==> src/sv/wpmh_pkg.sv <==
package wpmh_pkg;

  // block sizing
  localparam int WINDOW   = 8;
  localparam int CHANNELS = 32;

  // fixed field widths
  localparam int CHAN_W   = 5;
  localparam int SAMPLE_W = 16;

  // derived widths
  localparam int PTR_W     = (WINDOW > 1) ? $clog2(WINDOW) : 1;
  localparam int CH_AW     = (CHANNELS > 1) ? $clog2(CHANNELS) : 1;
  localparam int ADDR_W    = CH_AW + PTR_W;
  localparam int MEM_DEPTH = 1 << ADDR_W;

  typedef logic [CHAN_W-1:0]          chan_t;
  typedef logic signed [SAMPLE_W-1:0] sample_t;
  typedef logic [PTR_W-1:0]           ptr_t;
  typedef logic [CH_AW-1:0]           ch_idx_t;
  typedef logic [ADDR_W-1:0]          addr_t;

  localparam ptr_t PTR_LAST = ptr_t'(WINDOW - 1);

  typedef enum logic [1:0] {
    ST_IDLE,
    ST_SCAN,
    ST_FLUSH
  } state_t;

  // control from the sequencer to the peak tracker
  typedef struct packed {
    logic clr;
    logic acc;
  } scan_ctl_t;

  function automatic logic ch_present(input chan_t ch);
    return (int'(ch) < CHANNELS);
  endfunction

  // row index of a channel, zero extended or truncated to the table size
  function automatic ch_idx_t ch_index(input chan_t ch);
    logic [CH_AW+CHAN_W-1:0] wide;
    wide = {{CH_AW{1'b0}}, ch};
    return wide[CH_AW-1:0];
  endfunction

endpackage

==> src/sv/wpmh_if.sv <==
interface wpmh_in_if;
  logic               valid;
  logic               ready;
  wpmh_pkg::chan_t    channel;
  wpmh_pkg::sample_t  sample;

  modport source (output valid, output channel, output sample, input ready);
  modport sink   (input valid, input channel, input sample, output ready);
endinterface

interface wpmh_out_if;
  logic               valid;
  logic               ready;
  wpmh_pkg::chan_t    channel_out;
  wpmh_pkg::sample_t  smoothed;

  modport source (output valid, output channel_out, output smoothed, input ready);
  modport sink   (input valid, input channel_out, input smoothed, output ready);
endinterface

==> src/sv/windowed_peak_magnitude_hold.sv <==
// channel   dir  handshake      payload
// in_chan   in   valid/ready    channel (5b), sample (16b signed Q1.15)
// out_chan  out  valid/ready    channel_out (5b), smoothed (16b signed Q1.15)
//
// an item runs as a transfer in which the sample is written to the window
// memory, a scan reading each slot of the channel's ring through the single
// read port, and a flush folding the last word; no new item is taken until the flush is done
// an absent channel number skips the scan, goes to the flush and reports zero
// synchronous active-low reset clears the write pointers and fill flags, no transfer while held
// a result stalled at the output register holds the sequencer in its last state
module windowed_peak_magnitude_hold (
  input  logic        clk,
  input  logic        rst_n,
  wpmh_in_if.sink     in_chan,
  wpmh_out_if.source  out_chan
);
  import wpmh_pkg::*;

  // sequencer state
  state_t      state_r, state_nxt;

  // per-channel ring pointer and wrapped flag
  ptr_t                wp_r [CHANNELS];
  logic [CHANNELS-1:0] full_r;

  // item being worked on
  chan_t       ch_r;
  ptr_t        p_r;        // slot written by this item
  logic        full_q_r;   // ring had wrapped before this item
  ptr_t        rd_idx_r;
  logic        rd_vld_r;   // read data qualifies for the fold

  // output register
  logic        out_valid_r;
  chan_t       out_channel_r;
  sample_t     out_smoothed_r;

  // handshake and datapath controls
  logic        accept;
  logic        in_ok;
  ch_idx_t     in_idx;
  ptr_t        in_wp;
  ptr_t        in_wp_next;
  logic        out_free;
  logic        out_load;
  logic        rd_en;
  logic        entry_ok;
  addr_t       waddr;
  addr_t       raddr;
  sample_t     rd_data;
  sample_t     peak;
  scan_ctl_t   scan_ctl;

  assign in_idx     = ch_index(in_chan.channel);
  assign in_ok      = ch_present(in_chan.channel);
  assign in_wp      = wp_r[in_idx];
  assign in_wp_next = (in_wp == PTR_LAST) ? '0 : ptr_t'(in_wp + 1'b1);
  assign accept     = in_chan.valid && in_chan.ready;
  assign out_free   = !out_valid_r || out_chan.ready;

  // next state
  always_comb begin
    state_nxt = state_r;
    case (state_r)
      ST_IDLE: begin
        if (accept) begin
          state_nxt = in_ok ? ST_SCAN : ST_FLUSH;
        end
      end
      ST_SCAN: begin
        if (rd_idx_r == PTR_LAST) begin
          state_nxt = ST_FLUSH;
        end
      end
      ST_FLUSH: begin
        if (out_free) begin
          state_nxt = ST_IDLE;
        end
      end
      default: state_nxt = ST_IDLE;
    endcase
  end

  // state outputs
  always_comb begin
    in_chan.ready = 1'b0;
    rd_en         = 1'b0;
    out_load      = 1'b0;
    case (state_r)
      ST_IDLE:  in_chan.ready = rst_n;
      ST_SCAN:  rd_en         = 1'b1;
      ST_FLUSH: out_load      = out_free;
      default: begin
        in_chan.ready = 1'b0;
      end
    endcase
  end

  // slots past the write point of a ring that never wrapped are kept out of the fold, so they count as zero
  assign entry_ok = full_q_r || (rd_idx_r <= p_r);

  // the new sample is written on its transfer edge, ahead of every scan read
  assign waddr = {in_idx, in_wp};
  assign raddr = {ch_index(ch_r), rd_idx_r};

  assign scan_ctl.clr = accept;
  assign scan_ctl.acc = rd_vld_r;

  wpmh_store u_store (
    .clk   (clk),
    .we    (accept && in_ok),
    .waddr (waddr),
    .wdata (in_chan.sample),
    .re    (rd_en),
    .raddr (raddr),
    .rdata (rd_data)
  );

  wpmh_scan u_scan (
    .clk     (clk),
    .ctl     (scan_ctl),
    .rd_data (rd_data),
    .result  (peak)
  );

  // control registers
  always_ff @(posedge clk) begin
    if (!rst_n) begin
      state_r     <= ST_IDLE;
      full_r      <= '0;
      rd_vld_r    <= 1'b0;
      out_valid_r <= 1'b0;
      for (int i = 0; i < CHANNELS; i++) begin
        wp_r[i] <= '0;
      end
    end else begin
      state_r  <= state_nxt;
      rd_vld_r <= rd_en && entry_ok;
      if (accept && in_ok) begin
        wp_r[in_idx] <= in_wp_next;
        if (in_wp == PTR_LAST) begin
          full_r[in_idx] <= 1'b1;
        end
      end
      if (out_load) begin
        out_valid_r <= 1'b1;
      end else if (out_chan.ready) begin
        out_valid_r <= 1'b0;
      end
    end
  end

  // per-item payload registers
  always_ff @(posedge clk) begin
    if (accept) begin
      ch_r     <= in_chan.channel;
      p_r      <= in_wp;
      full_q_r <= full_r[in_idx];
      rd_idx_r <= '0;
    end else if (rd_en) begin
      rd_idx_r <= ptr_t'(rd_idx_r + 1'b1);
    end
    if (out_load) begin
      out_channel_r  <= ch_r;
      out_smoothed_r <= peak;
    end
  end

  assign out_chan.valid       = out_valid_r;
  assign out_chan.channel_out = out_channel_r;
  assign out_chan.smoothed    = out_smoothed_r;

endmodule

==> src/sv/wpmh_store.sv <==
module wpmh_store (
  input  logic              clk,
  input  logic              we,
  input  wpmh_pkg::addr_t   waddr,
  input  wpmh_pkg::sample_t wdata,
  input  logic              re,
  input  wpmh_pkg::addr_t   raddr,
  output wpmh_pkg::sample_t rdata
);
  import wpmh_pkg::*;

  sample_t mem [MEM_DEPTH];
  sample_t rdata_r;

  always_ff @(posedge clk) begin
    if (we) begin
      mem[waddr] <= wdata;
    end
  end

  always_ff @(posedge clk) begin
    if (re) begin
      rdata_r <= mem[raddr];
    end
  end

  assign rdata = rdata_r;

endmodule

==> src/sv/wpmh_scan.sv <==
module wpmh_scan (
  input  logic                  clk,
  input  wpmh_pkg::scan_ctl_t   ctl,
  input  wpmh_pkg::sample_t     rd_data,
  output wpmh_pkg::sample_t     result
);
  import wpmh_pkg::*;

  sample_t            best_r;
  sample_t            best_nxt;
  logic [SAMPLE_W:0]  mag_v;
  logic [SAMPLE_W:0]  mag_b;

  // larger magnitude wins, positive wins a magnitude tie
  always_comb begin
    mag_v = rd_data[SAMPLE_W-1] ? (SAMPLE_W+1)'(-$signed({rd_data[SAMPLE_W-1], rd_data}))
                                : {1'b0, rd_data};
    mag_b = best_r[SAMPLE_W-1]  ? (SAMPLE_W+1)'(-$signed({best_r[SAMPLE_W-1], best_r}))
                                : {1'b0, best_r};
    if ((mag_v > mag_b) || ((mag_v == mag_b) && (rd_data > best_r))) begin
      best_nxt = rd_data;
    end else begin
      best_nxt = best_r;
    end
  end

  always_ff @(posedge clk) begin
    if (ctl.clr) begin
      best_r <= '0;
    end else if (ctl.acc) begin
      best_r <= best_nxt;
    end
  end

  assign result = ctl.acc ? best_nxt : best_r;

endmodule

==> src/flat_wrapper.sv <==
// flat-port wrapper written by rule: the top's interface ports become plain ports
module windowed_peak_magnitude_hold_flat import wpmh_pkg::*;
  (clk, rst_n, in_chan_valid, in_chan_channel, in_chan_sample, in_chan_ready, out_chan_valid, out_chan_channel_out, out_chan_smoothed, out_chan_ready);
  wpmh_in_if in_chan_i ();
  wpmh_out_if out_chan_i ();
  input  logic clk;
  input  logic rst_n;
  input wire logic [$bits(in_chan_i.valid)-1:0] in_chan_valid;
  input wire logic [$bits(in_chan_i.channel)-1:0] in_chan_channel;
  input wire logic [$bits(in_chan_i.sample)-1:0] in_chan_sample;
  output wire logic [$bits(in_chan_i.ready)-1:0] in_chan_ready;
  output wire logic [$bits(out_chan_i.valid)-1:0] out_chan_valid;
  output wire logic [$bits(out_chan_i.channel_out)-1:0] out_chan_channel_out;
  output wire logic [$bits(out_chan_i.smoothed)-1:0] out_chan_smoothed;
  input wire logic [$bits(out_chan_i.ready)-1:0] out_chan_ready;
  assign in_chan_i.valid = in_chan_valid;
  assign in_chan_i.channel = in_chan_channel;
  assign in_chan_i.sample = in_chan_sample;
  assign in_chan_ready = in_chan_i.ready;
  assign out_chan_valid = out_chan_i.valid;
  assign out_chan_channel_out = out_chan_i.channel_out;
  assign out_chan_smoothed = out_chan_i.smoothed;
  assign out_chan_i.ready = out_chan_ready;
  windowed_peak_magnitude_hold u_core (.clk(clk), .rst_n(rst_n), .in_chan(in_chan_i), .out_chan(out_chan_i));
endmodule
==> config.mk <==
export PLATFORM = sky130hd
export DESIGN_NAME = windowed_peak_magnitude_hold_flat
export DESIGN_NICKNAME = d
export VERILOG_FILES = /design/src/sv/wpmh_pkg.sv /design/src/sv/wpmh_if.sv /design/src/sv/windowed_peak_magnitude_hold.sv /design/src/sv/wpmh_store.sv /design/src/sv/wpmh_scan.sv /design/src/flat_wrapper.sv
export SDC_FILE = /design/constraint.sdc
export NUM_CORES = 2
export LEC_CHECK = 0
export BUFFER_PORTS_ARGS = -buffer_cell sky130_fd_sc_hd__buf_2
export CAP_MARGIN = 15
export CORE_UTILIZATION = 63
export CTS_CLUSTER_DIAMETER = 40
export DETAILED_ROUTE_END_ITERATION = 12
export GPL_TIMING_DRIVEN = 0
export PLACE_DENSITY_LB_ADDON = 0.25
export SYNTH_ARGS = -nofsm -noshare
export SYNTH_HDL_FRONTEND = slang
export SYNTH_HIERARCHICAL = 1
export SYNTH_MEMORY_MAX_BITS = 65536
export SYNTH_SLANG_ARGS = --single-unit
==> constraint.sdc <==
create_clock -name clk -period 5 [get_ports clk]
set_input_delay 0.25 -clock clk [delete_from_list [all_inputs] [get_ports clk]]
set_output_delay 0.25 -clock clk [all_outputs]
set_load 0.01 [all_outputs]
==> impl_metrics.env <==
export IMPL_grtUsageTotal=0.410
export IMPL_combPwrFrac=0.255
export IMPL_wl_per_cell_um=42.3
export IMPL_ant_nets=0
export IMPL_finish_instance_area_um2=196000
export IMPL_hp_class="in2reg"
export IMPL_fin_tns_setup_ps=-17720
export IMPL_leakage_nw=62.3
export IMPL_worstMarginPinSlew_ps=1410
export IMPL_crit_path_end="u_core/u_store/rdata[15]"
export IMPL_h_tree_depth=6
export IMPL_cts_tree="built"
export IMPL_critPathLaunchType="flop"
export IMPL_finalHoldViolations=0
export IMPL_clkPwrFrac=0.360
export IMPL_clkTransAtPathRegs_ps=60
export IMPL_p_per_area_nw_per_um2=529
export IMPL_place_hpwl_mm=358
export IMPL_placed_area_um2=178000
export IMPL_yosysWarnings=6
export IMPL_finalNetCount=9093
export IMPL_final_common_cell="edfxtp_1"
export IMPL_period_share=1.05
export IMPL_globalRouteOverflowTotal=0
export IMPL_cp_num_cells=8
export IMPL_path_buf_inv=3
export IMPL_syn_nets=8260
export IMPL_max_slew_margin=0.0621
export IMPL_core_um2=266000
export IMPL_r2r_end="u_core/u_store/rdata[15]"
export IMPL_failed_checks="DRC, setup timing"
export IMPL_vdd_ir_drop_worst_uv=357
export IMPL_synth_seq_cells=4293
export IMPL_drive_gt1_frac=0.278
export IMPL_syn_avg_cell_area_um2=20.6
export IMPL_synth_enable_flop_cells=4238
export IMPL_yosysUniqueCellTypes=76
export IMPL_postSynthCellCount=8194
export IMPL_drc=8
export IMPL_whs_ps=70.1
export IMPL_mostFrequentLayoutCells="edfxtp_1 (4,238), mux4_2 (821), mux2i_1 (586)"
export IMPL_vias=95124
export IMPL_rr_startpoint="u_core/ch_r[0]"
export IMPL_power_switching_w=0.0322
export IMPL_period_minus_slack_ps=5250
export IMPL_crit_type="reg2reg"
export IMPL_synthFlopType="edfxtp_1"
export IMPL_critPathMaxStageDelay_ps=1160
export IMPL_rows=189
export IMPL_rsz0062_at_grt="true"
export IMPL_cts_buffer_depth=4
export IMPL_area_growth_syn_to_layout_pct=16.5
export IMPL_slew_viol_final=0
export IMPL_finalPower_w=0.104
export IMPL_r2r_cells=8
export IMPL_clock_root_buffer="clkbuf_16"
export IMPL_start_util=0.635
export IMPL_grt_pass1_vias=92685
export IMPL_first_pass_iters=13
export IMPL_cp_required_ps=5670
export IMPL_drv_cap=0
export IMPL_setup_violations=220
export IMPL_ios=48
export IMPL_antenna_found_initial=26
export IMPL_grt_pass1_wl_mm=744
export IMPL_grt_max_degree=150
export IMPL_die_width_um=519
export IMPL_cp_max_fo=10
export IMPL_seqPwrFrac=0.385
export IMPL_critPathTopFamily="buffers and inverters"
export IMPL_swShare=0.310
export IMPL_p_int_w=0.0717
export IMPL_dieHeight_um=519
export IMPL_fillers=14251
export IMPL_fp_dieArea_um2=270000
export IMPL_end_kind="flop"
export IMPL_dr_first_iter_drc_count=15872
export IMPL_async_flop_share=0
export IMPL_cp_arrival_ps=5930
export IMPL_status="complete, but fails checks"
export IMPL_skew_ps=61.0
export IMPL_path_cells="clkbuf_1 -> inv_2 -> clkbuf_2 -> mux2_2 -> a22oi_1 -> nand2_1 -> o32ai_1 -> nor4_4"
export IMPL_worst_slack_ps=-253
export IMPL_critPathSlowestCell="o32ai_1"
export IMPL_seq_area_frac_synth=0.762
export IMPL_viasPerCell=7.32
export IMPL_place_congestion=1.04
export IMPL_clkLatencyLatePin_ps=1050
export IMPL_rrSetupSlack_ps=-250
export IMPL_fmax_mhz=190
export IMPL_clock_sinks=4293
export IMPL_cts_buffers_inserted=518
export IMPL_critPathLaunch="u_core/ch_r[0]"
export IMPL_io_buffers=46
export IMPL_syn_cell_area_um2=169000
export IMPL_finalWirelength_mm=549
## timing repair
action,CTS,global route
gates resized for setup,108,85
pin swaps,1,2
setup endpoints to repair,1996,1458
endpoints found under the hold margin,1733,0
hold buffers,25,0
setup buffers,15,1
## logic make-up after synthesis
group | Yosys count | share of synthesized area
flops | 4293 | 0.762
mux | 1517 | 0.153
simple gates | 884 | 0.0256
compound gates | 883 | 0.0372
buf+inv | 546 | 0.0183
fa+ha+maj | 41 | 0.00304
xor+xnor | 28 | 0.00146
other cells | 2 | 0.0000446
## stage by stage
step,utilization,std cells,setup WS (ps)
after floorplan,-,8194,1270
after global placement,0.652,11773,-3230
after detailed placement,0.670,11997,-1850
after CTS,0.738,12967,-90.8
after global routing,0.739,12974,-126
final,0.739,12990,-253
## routing by layer
| layer | GRT usage | routed length, µm | vias to the layer above |
|---|---|---|---|
| met5 | 0 | 115 | - |
| met2 | 0.615 | 248000 | 8439 |
| met4 | 0.320 | 52200 | 14 |
| met3 | 0.111 | 73800 | 1856 |
| met1 | 0.512 | 175000 | 48622 |
| li1 | - | - | 36193 |
## power groups by stage
stage	clock network [W]	registers, W	logic (W)
after detailed placement	0	0.0407	0.0250
after global placement	0	0.0409	0.0243
after CTS	0.0375	0.0400	0.0255
after global routing	0.0388	0.0400	0.0265
final	0.0374	0.0400	0.0265
after floorplan	0	0.0406	0.0147
## synth_stat cells (41+ instances only)
cell / count / area (µm²)
edfxtp_1: 4238 / 127000
mux4_2: 821 / 18500
mux2i_1: 586 / 5870
nor2_1: 363 / 1360
clkbuf_1: 280 / 1050
o221ai_1: 253 / 2220
a21oi_1: 203 / 1020
o22ai_1: 148 / 926
nand2_1: 125 / 469
nor3_1: 105 / 526
mux2_2: 90 / 1010
buf_6: 85 / 957
buf_2: 78 / 390
a22oi_1: 58 / 435
dfxtp_1: 55 / 1100
o21ai_0: 48 / 240
and3_1: 47 / 294
nand3_1: 42 / 210
ha_1: 41 / 513
## how the worst min path moves through the flow
| stage | startpoint | slack, ps | to | cells past startpoint |
|---|---|---|---|---|
| 2_1_floorplan | in_chan_channel[0] | 350 | u_core/ch_r[0] | 0 |
| 3_3_place_gp | u_core/full_r[10] | 440 | u_core/full_r[10] | 1 |
| 3_5_place_dp | u_core/full_r[26] | 450 | u_core/full_r[26] | 1 |
| 4_1_cts | in_chan_channel[4] | 7 | u_core/full_r[19] | 4 |
| 5_1_grt | in_chan_channel[2] | 60 | u_core/full_r[7] | 4 |
| 6_report | in_chan_channel[2] | 70 | u_core/full_r[7] | 4 |
## layout make-up
type | instances | area, µm² | share of cell area
Timing Repair Buffer | 314 | 4670 | 0.0238
Buffer | 515 | 3090 | 0.0158
Tap cell | 3533 | 4420 | 0.0225
Antenna cell | 20 | 50.0 | 0.000255
Clock buffer | 605 | 13700 | 0.0696
Multi-Input combinational cell | 3355 | 38500 | 0.196
Sequential cell | 4293 | 128000 | 0.654
Clock inverter | 325 | 3430 | 0.0175
Inverter | 30 | 113 | 0.000574
## state kept, by name, indices dropped and copies added, names as in the netlist
name	count
u_core/p_r	3
u_core/out_chan.smoothed	16
u_core/out_chan.channel_out	5
u_core/ch_r	5
u_core/u_store/mem	4096
u_core/state_r	2
u_core/rd_idx_r	3
u_core/u_store/rdata	16
u_core/rd_vld_r	1
u_core/u_scan/best_r	16
u_core/full_q_r	1
u_core/out_chan.valid	1
u_core/full_r	32
u_core/wp_r	96
## tightest hold or removal path, stage by stage
cell	delay, ps
buf_2	280
nor3b_2	300
a21oi_1	150
nor2b_1	50
Note: power is estimated with default switching activity, not from simulation.
